[config.mk]
export PLATFORM = sky130hd
export DESIGN_NAME = servo_packet_framer_core_flat
export DESIGN_NICKNAME = d
export VERILOG_FILES = /design/src/design/spf_pkg.sv /design/src/design/spf_cmd_if.sv /design/src/design/spf_pkt_if.sv /design/src/design/spf_front.sv /design/src/design/spf_queue.sv /design/src/design/spf_back.sv /design/src/design/servo_packet_framer_core.sv /design/src/flat_wrapper.sv
export SDC_FILE = /design/constraint.sdc
export NUM_CORES = 1
export LEC_CHECK = 0
export ABC_AREA = 1
export BUFFER_PORTS_ARGS = -buffer_cell sky130_fd_sc_hd__buf_2
export CORE_MARGIN = 5
export CORE_UTILIZATION = 54
export DETAILED_ROUTE_END_ITERATION = 12
export PLACE_DENSITY_LB_ADDON = 0.15
export SETUP_SLACK_MARGIN = 0.15
export SLEW_MARGIN = 20
export SYNTH_ARGS = -nofsm -noshare
export SYNTH_HDL_FRONTEND = slang
export SYNTH_SLANG_ARGS = --single-unit
[constraint.sdc]
create_clock -name clk -period 3 [get_ports clk]
set_input_delay 0.3 -clock clk [delete_from_list [all_inputs] [get_ports clk]]
set_output_delay 0.3 -clock clk [all_outputs]
set_load 0.005 [all_outputs]
[src/design/spf_pkg.sv]
// Shared types, constants and byte selection for the servo packet framer.
// No dependencies; every other file depends on this package.
`timescale 1ns / 1ps

package spf_pkg;

	localparam logic [7:0] HDR_BYTE  = 8'hFF;
	localparam logic [7:0] INS_WRITE = 8'h03;
	localparam logic [7:0] INS_READ  = 8'h02;
	localparam logic [7:0] LEN_SHORT = 8'h04;
	localparam logic [7:0] LEN_LONG  = 8'h05;

	localparam int QUEUE_DEPTH = 2;

	localparam logic [3:0] IDX_HDR0 = 4'd0;
	localparam logic [3:0] IDX_HDR1 = 4'd1;
	localparam logic [3:0] IDX_ID   = 4'd2;
	localparam logic [3:0] IDX_LEN  = 4'd3;
	localparam logic [3:0] IDX_INS  = 4'd4;
	localparam logic [3:0] IDX_REG  = 4'd5;
	localparam logic [3:0] IDX_P0   = 4'd6;
	localparam logic [3:0] IDX_P1   = 4'd7;
	localparam logic [3:0] IDX_END8 = 4'd7;
	localparam logic [3:0] IDX_END9 = 4'd8;

	typedef struct packed {
		logic        op;
		logic [7:0]  servo_id;
		logic [7:0]  reg_addr;
		logic [7:0]  byte_count;
		logic [15:0] write_data;
	} cmd_t;

	typedef struct packed {
		logic [7:0] out_byte;
		logic       last;
	} pkt_t;

	typedef struct packed {
		logic       is_read;
		logic       two;
		logic [7:0] id;
		logic [7:0] reg_addr;
		logic [7:0] p0;
		logic [7:0] p1;
		logic [7:0] chk;
	} desc_t;

	typedef struct packed {
		logic       busy;
		logic [3:0] idx;
	} bk_status_t;

	function automatic logic [3:0] last_idx(input desc_t d);
		return (!d.is_read && d.two) ? IDX_END9 : IDX_END8;
	endfunction

	function automatic logic [7:0] byte_at(input desc_t d, input logic [3:0] idx);
		logic [7:0] b;
		unique case (idx)
			IDX_HDR0: b = HDR_BYTE;
			IDX_HDR1: b = HDR_BYTE;
			IDX_ID:   b = d.id;
			IDX_LEN:  b = (!d.is_read && d.two) ? LEN_LONG : LEN_SHORT;
			IDX_INS:  b = d.is_read ? INS_READ : INS_WRITE;
			IDX_REG:  b = d.reg_addr;
			IDX_P0:   b = d.p0;
			IDX_P1:   b = (!d.is_read && d.two) ? d.p1 : d.chk;
			default:  b = d.chk;
		endcase
		return b;
	endfunction

endpackage

[src/design/spf_cmd_if.sv]
// Command channel: valid, ready and one command item.
// Depends on spf_pkg for the payload type.
`timescale 1ns / 1ps

interface spf_cmd_if;
	logic          valid;
	logic          ready;
	spf_pkg::cmd_t data;

	modport source (output valid, output data, input ready);
	modport sink (input valid, input data, output ready);
endinterface

[src/design/spf_pkt_if.sv]
// Packet byte channel: valid, ready and one byte item with its last mark.
// Depends on spf_pkg for the payload type.
`timescale 1ns / 1ps

interface spf_pkt_if;
	logic          valid;
	logic          ready;
	spf_pkg::pkt_t data;

	modport source (output valid, output data, input ready);
	modport sink (input valid, input data, output ready);
endinterface

[src/design/spf_front.sv]
// Front end: accepts commands, classifies them and computes the checksum.
// Depends on spf_pkg and spf_cmd_if.
`timescale 1ns / 1ps

module spf_front (
	input  logic            clk,
	input  logic            arst_n,
	spf_cmd_if.sink         cmd,
	output logic            push_valid,
	input  logic            push_ready,
	output spf_pkg::desc_t  push_data
);
	import spf_pkg::*;

	logic  v_s1;
	desc_t desc_s1;
	desc_t desc_c;
	logic [7:0] len_c;
	logic [7:0] ins_c;
	logic [7:0] sum_c;

	assign cmd.ready = !v_s1 || push_ready;

	always_comb begin
		desc_c.is_read  = cmd.data.op;
		desc_c.two      = (cmd.data.byte_count > 8'd1);
		desc_c.id       = cmd.data.servo_id;
		desc_c.reg_addr = cmd.data.reg_addr;
		desc_c.p0       = cmd.data.op ? cmd.data.byte_count : cmd.data.write_data[7:0];
		desc_c.p1       = (!cmd.data.op && desc_c.two) ? cmd.data.write_data[15:8] : 8'd0;
		len_c           = (!cmd.data.op && desc_c.two) ? LEN_LONG : LEN_SHORT;
		ins_c           = cmd.data.op ? INS_READ : INS_WRITE;
		sum_c           = desc_c.id + len_c + ins_c + desc_c.reg_addr + desc_c.p0 + desc_c.p1;
		desc_c.chk      = ~sum_c;
	end

	always_ff @(posedge clk or negedge arst_n) begin
		if (!arst_n) begin
			v_s1 <= 1'b0;
		end else if (cmd.ready) begin
			v_s1 <= cmd.valid;
		end
	end

	always_ff @(posedge clk) begin
		if (cmd.ready && cmd.valid) begin
			desc_s1 <= desc_c;
		end
	end

	assign push_valid = v_s1;
	assign push_data  = desc_s1;

endmodule

[src/design/spf_queue.sv]
// Short queue of classified packets between front end and serializer.
// Depends on spf_pkg.
`timescale 1ns / 1ps

module spf_queue #(
	parameter int DEPTH = spf_pkg::QUEUE_DEPTH
) (
	input  logic            clk,
	input  logic            arst_n,
	input  logic            push_valid,
	output logic            push_ready,
	input  spf_pkg::desc_t  push_data,
	output logic            pop_valid,
	input  logic            pop_ready,
	output spf_pkg::desc_t  pop_data
);
	import spf_pkg::*;

	localparam int AW = (DEPTH > 1) ? $clog2(DEPTH) : 1;
	localparam int CW = $clog2(DEPTH + 1);
	localparam logic [AW-1:0] LAST_PTR = AW'(DEPTH - 1);
	localparam logic [CW-1:0] FULL_CNT = CW'(DEPTH);

	desc_t         mem_q [DEPTH];
	logic [AW-1:0] wr_ptr_q;
	logic [AW-1:0] rd_ptr_q;
	logic [CW-1:0] count_q;
	logic          do_push;
	logic          do_pop;

	assign push_ready = (count_q != FULL_CNT);
	assign pop_valid  = (count_q != '0);
	assign pop_data   = mem_q[rd_ptr_q];
	assign do_push    = push_valid && push_ready;
	assign do_pop     = pop_valid && pop_ready;

	always_ff @(posedge clk or negedge arst_n) begin
		if (!arst_n) begin
			wr_ptr_q <= '0;
			rd_ptr_q <= '0;
			count_q  <= '0;
		end else begin
			if (do_push) begin
				wr_ptr_q <= (wr_ptr_q == LAST_PTR) ? '0 : wr_ptr_q + 1'b1;
			end
			if (do_pop) begin
				rd_ptr_q <= (rd_ptr_q == LAST_PTR) ? '0 : rd_ptr_q + 1'b1;
			end
			if (do_push && !do_pop) begin
				count_q <= count_q + 1'b1;
			end else if (do_pop && !do_push) begin
				count_q <= count_q - 1'b1;
			end
		end
	end

	always_ff @(posedge clk) begin
		if (do_push) begin
			mem_q[wr_ptr_q] <= push_data;
		end
	end

endmodule

[src/design/spf_back.sv]
// Serializer: walks one packet a byte per cycle into an output register while pkt.ready does not hold it.
// Depends on spf_pkg and spf_pkt_if.
`timescale 1ns / 1ps

module spf_back (
	input  logic                clk,
	input  logic                arst_n,
	input  logic                pop_valid,
	output logic                pop_ready,
	input  spf_pkg::desc_t      pop_data,
	spf_pkt_if.source           pkt,
	output spf_pkg::bk_status_t status
);
	import spf_pkg::*;

	desc_t      cur_q;
	logic       busy_q;
	logic [3:0] idx_q;
	logic       out_v_q;
	pkt_t       out_q;
	logic       adv;
	logic       at_end;
	logic       reload;

	assign adv       = !out_v_q || pkt.ready;
	assign at_end    = busy_q && (idx_q == last_idx(cur_q));
	assign reload    = adv && (!busy_q || at_end);
	assign pop_ready = reload;

	always_ff @(posedge clk or negedge arst_n) begin
		if (!arst_n) begin
			out_v_q <= 1'b0;
			busy_q  <= 1'b0;
			idx_q   <= '0;
		end else if (adv) begin
			out_v_q <= busy_q;
			if (reload) begin
				busy_q <= pop_valid;
				idx_q  <= '0;
			end else begin
				idx_q  <= idx_q + 1'b1;
			end
		end
	end

	always_ff @(posedge clk) begin
		if (adv) begin
			out_q.out_byte <= byte_at(cur_q, idx_q);
			out_q.last     <= at_end;
		end
		if (reload && pop_valid) begin
			cur_q <= pop_data;
		end
	end

	assign pkt.valid   = out_v_q;
	assign pkt.data    = out_q;
	assign status.busy = busy_q;
	assign status.idx  = idx_q;

endmodule

[src/design/servo_packet_framer_core.sv]
// Servo instruction packet framer, top level.
// Depends on spf_pkg, spf_cmd_if, spf_pkt_if, spf_front, spf_queue, spf_back.
//
// Takes one write or read command per item and sends the complete instruction
// packet as byte items, the checksum byte marked last. A packet has nine bytes
// for a write with a count above one, eight for any other command, one byte
// per cycle from the serializer while the output ready does not hold it. Under
// steady traffic the packets follow each other with no gap; commands are
// accepted while a packet is being sent, with up to QUEUE_DEPTH classified
// commands plus one in the front register waiting behind it. From idle, a
// command's first byte follows the front, queue and serializer registers.
`timescale 1ns / 1ps

module servo_packet_framer_core #(
	parameter int QUEUE_DEPTH = spf_pkg::QUEUE_DEPTH
) (
	input  logic    clk,
	input  logic    arst_n,
	spf_cmd_if.sink cmd,
	spf_pkt_if.source pkt
);
	import spf_pkg::*;

	logic       push_valid;
	logic       push_ready;
	desc_t      push_data;
	logic       pop_valid;
	logic       pop_ready;
	desc_t      pop_data;
	bk_status_t status;

	spf_front u_front (
		.clk        (clk),
		.arst_n     (arst_n),
		.cmd        (cmd),
		.push_valid (push_valid),
		.push_ready (push_ready),
		.push_data  (push_data)
	);

	spf_queue #(
		.DEPTH (QUEUE_DEPTH)
	) u_queue (
		.clk        (clk),
		.arst_n     (arst_n),
		.push_valid (push_valid),
		.push_ready (push_ready),
		.push_data  (push_data),
		.pop_valid  (pop_valid),
		.pop_ready  (pop_ready),
		.pop_data   (pop_data)
	);

	spf_back u_back (
		.clk       (clk),
		.arst_n    (arst_n),
		.pop_valid (pop_valid),
		.pop_ready (pop_ready),
		.pop_data  (pop_data),
		.pkt       (pkt),
		.status    (status)
	);

	a_front_hold: assert property (@(posedge clk) disable iff (!arst_n)
		push_valid && !push_ready |=> push_valid && $stable(push_data))
		else $error("front register lost a command while the queue was full");

	a_idx_range: assert property (@(posedge clk) disable iff (!arst_n)
		status.busy |-> status.idx <= IDX_END9)
		else $error("serializer index ran past the end of a packet");

	a_last_restart: assert property (@(posedge clk) disable iff (!arst_n)
		pkt.valid && pkt.ready && pkt.data.last |=> !(status.busy && status.idx > IDX_HDR1))
		else $error("serializer did not restart after the checksum byte");

	a_hdr_after_gap: assert property (@(posedge clk) disable iff (!arst_n)
		pkt.valid && !status.busy |-> pkt.data.last || !pop_ready)
		else $error("serializer went idle in the middle of a packet");

endmodule
[src/flat_wrapper.sv]
// flat-port wrapper written by rule: the top's interface ports become plain ports
module servo_packet_framer_core_flat import spf_pkg::*;
#(
	parameter int QUEUE_DEPTH = spf_pkg::QUEUE_DEPTH
)
  (clk, arst_n, cmd_valid, cmd_data, cmd_ready, pkt_valid, pkt_data, pkt_ready);
  spf_cmd_if cmd_i ();
  spf_pkt_if pkt_i ();
  input  logic clk;
  input  logic arst_n;
  input wire logic [$bits(cmd_i.valid)-1:0] cmd_valid;
  input wire logic [$bits(cmd_i.data)-1:0] cmd_data;
  output wire logic [$bits(cmd_i.ready)-1:0] cmd_ready;
  output wire logic [$bits(pkt_i.valid)-1:0] pkt_valid;
  output wire logic [$bits(pkt_i.data)-1:0] pkt_data;
  input wire logic [$bits(pkt_i.ready)-1:0] pkt_ready;
  assign cmd_i.valid = cmd_valid;
  assign cmd_i.data = cmd_data;
  assign cmd_ready = cmd_i.ready;
  assign pkt_valid = pkt_i.valid;
  assign pkt_data = pkt_i.data;
  assign pkt_i.ready = pkt_ready;
  servo_packet_framer_core #(.QUEUE_DEPTH(QUEUE_DEPTH)) u_core (.clk(clk), .arst_n(arst_n), .cmd(cmd_i), .pkt(pkt_i));
endmodule
* Yosys cells after proc, flatten, opt, wreduce, memory -nomap -nowiden *
Memory sizes are Yosys's and may differ from the RTL's. A register that Yosys moved wholly into a read port is not among the register bits.
Index checks and enable logic that the tools add are counted.

storage, ports and cells
  flip-flop bits (word level) = 62
  RAM bits = 84
  bits of input ports = 45
  logic and storage cells = 78
  memories kept = 1

memory list
  name                  depth  width  read ports  clocked after memory_dff  write ports  RTL line         source
  u_core.u_queue.mem_q  2      42     1           1                         1            spf_queue.sv:24  desc_t mem_q [DEPTH];

operators by class
  $add $sub $neg = 10
  $lt $le $gt $ge = 1
  equal/unequal tests = 9
  mux-type cells = 16
  bitwise logic cells = 1
  reductions and logical operators = 24

operator list
  operator                                                        count
  case mux 8 bit (7 select lines)                                 1
  adder 8 bit                                                     3
  2-to-1 mux 8 bit                                                3
  == test 4 x 3 -> 1 bit (second input constant)                  4
  logical AND 1 bit                                               9
  adder 8 x 2 -> 8 bit                                            1
  adder 8 x 3 -> 8 bit                                            1
  == test 4 x 2 -> 1 bit (second input constant)                  2
  greater-than comparator 8 x 1 -> 1 bit (second input constant)  1
  2-to-1 mux 1 bit                                                8
  2-to-1 mux 4 bit                                                2
  inverter 8 bit                                                  1
  zero test 1 bit                                                 7
  adder 4 x 1 -> 4 bit (second input constant)                    1
  == test 4 x 1 -> 1 bit (second input constant)                  1
  == test 4 bit                                                   1
  zero test 4 bit                                                 1
  2-to-1 mux 2 bit                                                2
  nonzero test 2 bit                                              2
  logical OR 1 bit                                                3
  adder 1 bit (second input constant)                             2
  adder 2 x 1 -> 2 bit (second input constant)                    1
  inequality test 2 bit (second input constant)                   1
  AND reduction 2 bit                                             1
  other kinds (2)                                                 2

* Longest topological paths before layout *
Gate-level depths: netlist (run 1).

  depth after elaboration = 11
  depth in mapped cells = 20
  depth with buffers taken out = 20

* Modules after synthesis *
A second synthesis (run 1) with hierarchy kept.

unflattened totals
  cells, all modules = 674
  area, all modules = 8164.1 sq um

modules (own cells, without submodules)
  module     times used  cells an instance  area an instance (sq um)
  spf_queue  1           248                3385.7
  spf_back   1           218                2418.6
  spf_front  1           208                2359.8

* Worst setup path after synthesis (run 1) *
Ideal clock, no wire load.

  kind = input -> register
  start point = in cmd_data[40]
  end point = reg u_core.u_front.desc_s1, in the netlist u_core.u_front.push_data[6], data pin
  setup time = 262 ps
  arrival = 2996 ps
  data required time = 2738 ps
  slack = -259 ps
  stages = 16
  buffers on the path = 1
  cell sequence = inv_2 buf_2 nand2_1 inv_1 nand2_1 fa_1 inv_1 fa_1 ha_1 ha_1 a21oi_1 nand2_1 nand2_1 nand2_1 a21oi_1 xor2_1

RTL lines
  item                    RTL line            source
  start: declaration      flat_wrapper.sv:12  input wire logic [$bits(cmd_i.data)-1:0] cmd_data;
  end signal: assignment  spf_front.sv:47     desc_s1 <= desc_c;
  end: declaration        spf_front.sv:16     desc_t desc_s1;

==> summary.txt, run 1 <==
=================================================================================
Result of the run .................................................. finished, final reports clean
Vias in the first global route .....................................         4870
Total of max-cap violations ........................................            0
Buffer cell driving the clock tree root ............................ sky130_fd_sc_hd__clkbuf_16
Die span in y ......................................................       132 um
CTS H-tree lvls ....................................................            4
Worst-case setup margin in the final layout ........................     0.141 ns
Area delta synth->final ............................................        19.0%
Total of buffers placed on input and output ports ..................           55
Worst slew margin relative to its limit ............................        52.7%
Cell row count .....................................................           44
Final std cell area, no fill .......................................   9530 sq um
Number of hold violations in the final report ......................            0
Crit path arrival time .............................................      3.04 ns
Synthesized netlist net count ......................................          714
Sink count of the clock tree .......................................          188
Core Footprint .....................................................  14500 sq um
Mapped cell area ...................................................   8000 sq um
Wire length of the first global-routing pass .......................      24.4 mm
Final setup violation count ........................................            0
Post-synth top area cell ........................................... sky130_fd_sc_hd__edfxtp_1
Largest clock skew in the final design .............................    0.0104 ns
Fin Hold WS ........................................................    0.0614 ns
Die ar. ............................................................  17400 sq um
Detailed-router iteration count before antenna repair ..............            4
Ports ..............................................................           56
Estimated wirelength of the detail-placed design ...................      10.5 mm
Number of buffers created by CTS ...................................           17
Initial standard-cell utilization of the core ......................        55.1%
Share of layout cells above drive strength 1 .......................        23.2%
Highest clock rate .................................................      350 MHz
TritonCTS clock tree ...............................................         done
Worst setup path category ..........................................       in2reg
Clock latency of the later-clocked register in the worst-skew pair .      0.43 ns
Switching pwr ......................................................      3.10 mW
Longest Clk Path Bufs ..............................................            2
Leak pwr ...........................................................      3.96 nW
Required time reported for the critical path endpoint ..............      3.18 ns
Part of the total power dissipated in the clock network ............        23.6%
Total DRC errors in the routed layout ..............................            0
Shortest clock period the worst path allows after layout ...........      2.86 ns
Part of the Yosys area used for sequential elements ................        69.8%
Sequential cell fraction of total power ............................        47.8%
Cell Int Power .....................................................      6.32 mW
Largest fanout on the critical path ................................            6
Total power density per cell area ..................................  988 nW/um^2
Setup repair after global routing missed its margin ................          yes
Worst hold path class ..............................................       in2reg
Clk slew on worst S/H paths ........................................      0.07 ns
Worst VDD drop .....................................................     0.521 mV
Fraction of synthesized cell area taken by the top area cell type ..        66.4%
Via count normalized by instance count .............................         5.10
Average cell area after synthesis ..................................   12.6 sq um
Routed wirelength normalized by instance count .....................      15.8 um
Part of the power in combinational logic ...........................        28.6%
Total Wirelength ...................................................      14.7 mm
Total via count in the routed design ...............................         4741
Ratio of final minimum period to clock period ......................        95.3%
Antenna violations before repair ...................................            0
Synth top area cells ............................................... sky130_fd_sc_hd__edfxtp_1 66%, sky130_fd_sc_hd__nand2_1 9.4%, sky130_fd_sc_hd__fa_1 3.8%
Iter 0 DRT Violations ..............................................          343
Crit path launch type .............................................. primary input
Aggregate global routing overflow ..................................            0
Register bit total from synthesis ..................................          188
Area of placed instances ...........................................   8850 sq um
Final RePlAce weighted congestion ..................................        0.865
Switching power as a share of total power ..........................        32.9%
Gate count of the mapped netlist ...................................          636
Pins over their slew limit .........................................            0
Overall global routing resource usage ..............................        18.0%
Worst Tran Pin Value ...............................................     0.703 ns
Count of inserted antenna diode cells ..............................            0
Critical Path End Type .............................................         flop
Count of cell types in the netlist .................................           39
Floorplan die width ................................................       132 um
Antenna-violating nets left ........................................            0
Maximum number of pins on one net before global-route repair .......           44
Setup slack at placement ...........................................    -0.373 ns
Net count of the finished layout ...................................          811
Total number of yosys warnings .....................................            0
=================================================================================
kinds of logic (layout without fill, tap and decap cells):
logic type | Yosys count | in the layout | share of synthesized area [%]
and+or+nand+nor | 258 | 258 | 13.7
DFF | 188 | 188 | 69.8
buffers and inverters | 97 | 207 | 4.72
AOI/OAI and AO/OA | 48 | 48 | 3.89
adders and majority gates | 33 | 33 | 6.57
xor gates and xnor gates | 12 | 12 | 1.31
flip-flops by register name, indices dropped and copies added, names as in the netlist:
signal and cells:
u_core.u_queue.mem_q 84, u_core.u_back.cur_q 42, u_core.u_front.push_data 42, u_core.u_back.pkt.data 9, u_core.u_back.idx_q 4, u_core.u_queue.count_q 2, u_core.u_back.busy_q 1, u_core.u_back.pkt.valid 1
u_core.u_front.push_valid 1, u_core.u_queue.rd_ptr_q 1, u_core.u_queue.wr_ptr_q 1
stage by stage:
step / TNS, ns / power [mW] / std cells / util (%)
floorplan: -0.111 / 6.23 / 636 / -
global placement: -1.06 / 7.08 / 896 / 60.9
detailed placement: -1.47 / 7.20 / 896 / 60.9
CTS: 0 / 9.46 / 929 / 65.2
global route: 0 / 10.0 / 930 / 65.6
finish: 0 / 9.42 / 930 / 65.6
cells in the mapped netlist (all sizes together):
library cell and instances:
a21oi 14, a22oi 1, a31oi 1, buf 4, clkbuf 9, clkinv 2
dfrtp 11, edfxtp 177, fa 15, ha 18, inv 82, nand2 204
nand3 21, nand3b 3, nand4 8, nor2 21, o2111ai 1, o211ai 1
o21a 1, o21ai 20, o221a 1, o22a 5, o2bb2ai 1, o31ai 2
or2 1, xnor2 5, xor2 7
placed cells by master (no fill, tap or decap), types with 4 or more instances in the layout:
cell type | netlist | routed
sky130_fd_sc_hd__xnor2_1 | 5 | 5
sky130_fd_sc_hd__dfrtp_1 | 11 | 11
sky130_fd_sc_hd__o22a_1 | 5 | 5
sky130_fd_sc_hd__inv_1 | 78 | 72
sky130_fd_sc_hd__nand2_2 | 2 | 11
sky130_fd_sc_hd__a21oi_1 | 13 | 10
sky130_fd_sc_hd__ha_4 | 0 | 8
sky130_fd_sc_hd__nor2_1 | 17 | 15
sky130_fd_sc_hd__buf_4 | 0 | 35
sky130_fd_sc_hd__xor2_1 | 7 | 7
sky130_fd_sc_hd__nand4_1 | 8 | 8
sky130_fd_sc_hd__inv_6 | 0 | 6
sky130_fd_sc_hd__buf_2 | 3 | 54
sky130_fd_sc_hd__fa_1 | 15 | 11
sky130_fd_sc_hd__inv_8 | 0 | 5
sky130_fd_sc_hd__edfxtp_1 | 177 | 177
sky130_fd_sc_hd__o21ai_0 | 18 | 18
sky130_fd_sc_hd__ha_1 | 18 | 9
sky130_fd_sc_hd__clkbuf_16 | 0 | 17
sky130_fd_sc_hd__fa_2 | 0 | 4
sky130_fd_sc_hd__nand2_1 | 201 | 191
sky130_fd_sc_hd__inv_2 | 3 | 7
sky130_fd_sc_hd__nand3_1 | 19 | 19
worst max-delay path, cell delays in order:
cell and delay, ns:
sky130_fd_sc_hd__buf_2 0.07, sky130_fd_sc_hd__inv_1 0.04, sky130_fd_sc_hd__nand2_1 0.06, sky130_fd_sc_hd__nor2_1 0.04
sky130_fd_sc_hd__nand2_1 0.10, sky130_fd_sc_hd__nand2_2 0.09, sky130_fd_sc_hd__inv_4 0.11, sky130_fd_sc_hd__nand2_2 0.07
sky130_fd_sc_hd__fa_1 0.48, sky130_fd_sc_hd__inv_1 0.05, sky130_fd_sc_hd__fa_1 0.54, sky130_fd_sc_hd__ha_4 0.21
sky130_fd_sc_hd__ha_4 0.25, sky130_fd_sc_hd__a21oi_2 0.12, sky130_fd_sc_hd__nand2_1 0.09, sky130_fd_sc_hd__nand2_1 0.09
sky130_fd_sc_hd__nand2_2 0.06, sky130_fd_sc_hd__a21oi_2 0.16, sky130_fd_sc_hd__xor2_1 0.09
cell type report:
cell class	instances	area, sq um
Sequential cell	188	5590
Fill cell	1092	5010
Multi-Input combinational cell	351	2220
Timing Repair Buffer	91	554
Clock buffer	17	425
Inverter	84	337
Tap cell	184	230
Clock inverter	15	173
final timing paths:
path	start	end	slack, ns	cells past startpoint
worst min register to register	u_core.u_front.push_data[23]$_DFFE_PP_	u_core.u_queue.mem_q[0][23]$_DFFE_PP_	0.45	0
worst max-delay path	cmd_data[21]	u_core.u_front.push_data[6]$_DFFE_PP_	0.14	19
worst max register to register	u_core.u_back.cur_q[41]$_DFFE_PP_	u_core.u_queue.count_q[1]$_DFFE_PN0P_	0.81	11
min in group asynchronous	arst_n	u_core.u_queue.rd_ptr_q$_DFFE_PN0P_	0.27	2
max in group asynchronous	arst_n	u_core.u_back.idx_q[2]$_DFFE_PN0P_	2.52	2
worst min-delay path	cmd_data[37]	u_core.u_front.push_data[37]$_DFFE_PP_	0.06	1
repair_timing:
item,CTS,global route
setup buffers,0,1
hold endpoints to repair,11,0
pin swaps,1,14
setup endpoints to repair,3,4
hold buffers,1,0
resized for setup,5,15
cloned,0,0
routing by layer:
| metal | wire (um) | track usage [%] | part of all wire [%] |
|---|---|---|---|
| met2 | 7230 | 28.9 | 49 |
| met4 | 320 | 6.97 | 2.2 |
| met3 | 614 | 4.58 | 4.2 |
| met1 | 6510 | 23.7 | 44 |
| met5 | 0 | 0 | 0 |
power by group through the flow:
stage / Clock [mW] / Sequential [mW] / Combinational (mW)
2_1_floorplan: 0 / 4.46 / 1.78
3_3_place_gp: 0 / 4.52 / 2.56
3_5_place_dp: 0 / 4.56 / 2.65
4_1_cts: 2.26 / 4.51 / 2.69
5_1_grt: 2.39 / 4.59 / 3.05
6_report: 2.23 / 4.50 / 2.70
No activity file was read; power rests on OpenSTA's default activity.
==> run 2, diff against run 1 <==
CELL_PAD_IN_SITES_DETAIL_PLACEMENT = 1   (was not set)
CELL_PAD_IN_SITES_GLOBAL_PLACEMENT = 1   (was not set)
CORE_UTILIZATION = 44   (was 54)
==> run 2 against run 1 <==
  * Final cell count rose by 5.8%
  * Clock power fell by 3%
  * Clock-buffer cell count did not move
  * Non-clock buffer count rose by 9
  * Sequential power barely moved
  * Combinational power rose by 3%
  * Register-to-register slack got worse by 0.07 ns
  * Via count rose by 1.3%
  * Cell area rose by 1.1%
  * Clock skew rose by 0.0055 ns
  * Hold slack got worse by 0.016 ns
  * Routed wire length rose by 16%
==> summary.txt, run 2 (synthesis results as in run 1) <==
=================================================================================
Total of buffers placed on input and output ports ..................           55   unchanged
Estimated wirelength of the detail-placed design ...................      12.4 mm   +18%
Worst-case setup margin in the final layout ........................     0.149 ns   +0.00803 ns
Required time reported for the critical path endpoint ..............      3.20 ns   +0.02 ns
Cells along the critical path ...................................... buf_2 > inv_1 > nand2_1 > nor2_1 > nand2_1 > nand2_2 > inv_4 > nand2_1 > fa_1 > inv_1 > fa_1 > ha_4 > ha_4 > a21oi_1 > o21a_1 > o31ai_4 > inv_1 > nand2_1 > nand2_1
Pins over their slew limit .........................................            0   unchanged
Count of inserted antenna diode cells ..............................            0   unchanged
Filler cell count ..................................................         1861   +70%
Total of max-cap violations ........................................            0   unchanged
Ports ..............................................................           56   unchanged
Longest Clk Path Bufs ..............................................            2   unchanged
Largest reg by FF count ............................................ u_core.u_queue.mem_q
CP dominant cell by count .......................................... sky130_fd_sc_hd__nand2_1
Result of the run .................................................. finished, final reports clean
Aggregate global routing overflow ..................................            0   unchanged
Critical Path End Type .............................................         flop
Final setup violation count ........................................            0   unchanged
Crit path arrival time .............................................      3.05 ns   about the same
Worst path buffer plus inverter count ..............................            5   +1
Via count normalized by instance count .............................         4.88   -4.2%
Share of layout cells above drive strength 1 .......................        24.2%   +1.0 points
Cell row count .....................................................           49   +11%
Buffer cell driving the clock tree root ............................ sky130_fd_sc_hd__clkbuf_16
Die ar. ............................................................  21000 sq um   +21%
Net count of the finished layout ...................................          820   +1.1%
Critical path's largest stage delay ................................      0.55 ns   about the same
Routed wirelength normalized by instance count .....................      17.2 um   +9.2%
Core Footprint .....................................................  18000 sq um   +24%
TritonCTS clock tree ...............................................         done
Worst slew margin relative to its limit ............................        52.6%   -0.070 points
Antenna-violating nets left ........................................            0   unchanged
Maximum number of pins on one net before global-route repair .......           44   unchanged
Iter 0 DRT Violations ..............................................          216   -37%
Largest clock skew in the final design .............................    0.0159 ns   +0.00548 ns
Overall global routing resource usage ..............................        17.6%   -0.38 points
Number of buffers created by CTS ...................................           17   unchanged
Initial standard-cell utilization of the core ......................        44.6%   -11 points
Total Wirelength ...................................................      17.0 mm   +16%
Highest clock rate .................................................      351 MHz   +0.28%
Leak pwr ...........................................................      3.99 nW   +0.81%
Worst hold path class ..............................................       in2reg
Largest fanout on the critical path ................................            6   unchanged
Total via count in the routed design ...............................         4804   +1.3%
Pwr Total ..........................................................      9.48 mW   +0.61%
Top cell family by delay on the critical path ......................  adder cells
Final cell count without fillers ...................................          984   +5.8%
Cells after DPL ....................................................          948   +5.8%
Clock latency of the later-clocked register in the worst-skew pair .      0.44 ns   about the same
Crit path launch type .............................................. primary input
Worst Tran Pin Value ...............................................     0.704 ns   +0.00104 ns
Total DRC errors in the routed layout ..............................            0   unchanged
Final RePlAce weighted congestion ..................................        0.781   -9.7%
Area delta synth->final ............................................        20.4%
Max FFs per register ...............................................           84   unchanged
Most frequent cells in the layout .................................. 191 x sky130_fd_sc_hd__nand2_1, 177 x sky130_fd_sc_hd__edfxtp_1, 72 x sky130_fd_sc_hd__inv_1, 54 x sky130_fd_sc_hd__buf_2, 45 x sky130_fd_sc_hd__buf_4
Shortest clock period the worst path allows after layout ...........      2.85 ns   -0.00803 ns
Worst VDD drop .....................................................     0.482 mV   -7.6%
Floorplan die width ................................................       145 um   +10%
Ratio of final minimum period to clock period ......................        95.0%   -0.27 points
Area of placed instances ...........................................   8950 sq um   +1.2%
Setup slack at placement ...........................................    -0.389 ns   -0.0161 ns
Clk slew on worst S/H paths ........................................      0.07 ns   about the same
Die span in y ......................................................       145 um   +10%
Final std cell area, no fill .......................................   9640 sq um   +1.1%
Vias in the first global route .....................................         5307   +9.0%
Detailed-router iteration count before antenna repair ..............            5   +1
Fin Hold WS ........................................................    0.0455 ns   -0.0159 ns
Antenna violations before repair ...................................            0   unchanged
Most common cell after layout, fill and taps aside ................. sky130_fd_sc_hd__nand2_1
Number of hold violations in the final report ......................            0   unchanged
Cell type of the slowest stage on the worst timing path ............ sky130_fd_sc_hd__fa_1
Total power density per cell area ..................................  983 nW/um^2   -0.53%
CTS H-tree lvls ....................................................            4   unchanged
Sink count of the clock tree .......................................          188   unchanged
Worst setup path category ..........................................       in2reg
Wire length of the first global-routing pass .......................      27.7 mm   +14%
Setup repair after global routing missed its margin ................          yes
=================================================================================
==> run 2: cell count changes in the layout (fill, tap and decap cells not counted), sizes merged <==
cell      previous run  this run
buf                 90        99
bufinv               1         0
inv                 93        91
clkinv               5         6
clkinvlp             0         2
==> run 2: timing repair <==
item                                    4_1_cts  5_1_grt
hold endpoints to repair                     11        0
cloned                                        0        0
endpoints found under the setup margin        2        5
setup buffers                                 2        1
pin swaps                                     5       16
resized for setup                             8       14
hold buffers                                  1        0
==> run 2: worst register-to-register path: cells and delay by family, from the launching register on <==
kind                       cells  cell delay, ns
DFF                            1            0.44
xor gates and xnor gates       1            0.16
adders and majority gates      1            0.30
AOI/OAI and AO/OA              3            0.41
and+or+nand+nor                4            0.77
buffers and inverters          1            0.06
==> run 2: metal layers <==
metal / global-route usage [%] / part of all wire [%] / up-vias
met3: 3.09 / 3.6 / 18
met1: 22.4 / 44 / 2344
li1: - / - / 2348
met5: 0 / 0 / -
met2: 29.9 / 51 / 94
met4: 7.07 / 1.7 / 0
==> run 2: stage by stage <==
stage	utilization (%)	setup TNS (ns)
6_report	53.6	0
2_1_floorplan	-	-0.111
3_5_place_dp	49.9	-1.69
5_1_grt	53.6	0
4_1_cts	53.3	0
3_3_place_gp	49.9	-1.11
==> run 2: area by class of cell <==
class | count | area [sq um] | area share, %
well taps | 229 | 287 | 2.97
repair buffers | 100 | 618 | 6.41
clock buffers | 17 | 425 | 4.41
clock inverters | 15 | 150 | 1.56
inverters | 84 | 337 | 3.49
multi-input cells | 351 | 2230 | 23.1
flip-flops and latches | 188 | 5590 | 58.0
==> run 2: where the power goes <==
| group | switching [mW] | internal (mW) | total, mW |
|---|---|---|---|
| registers | 0.336 | 4.18 | 4.52 |
| logic | 1.82 | 0.970 | 2.79 |
| clock network | 1.05 | 1.11 | 2.16 |
| total | 3.21 | 6.26 | 9.48 |
==> run 2: final timing paths <==
path,start,end,slack [ns],cells after the start
max reg2reg,u_core.u_back.cur_q[41]$_DFFE_PP_,u_core.u_queue.count_q[1]$_DFFE_PN0P_,0.74,10
max,cmd_data[23],u_core.u_front.push_data[7]$_DFFE_PP_,0.15,19
min,cmd_data[25],u_core.u_front.push_data[25]$_DFFE_PP_,0.05,1
min reg2reg,u_core.u_front.push_data[34]$_DFFE_PP_,u_core.u_queue.mem_q[1][34]$_DFFE_PP_,0.45,0
min in group asynchronous,arst_n,u_core.u_queue.count_q[1]$_DFFE_PN0P_,0.27,2
max in group asynchronous,arst_n,u_core.u_back.busy_q$_DFFE_PN0P_,2.50,2
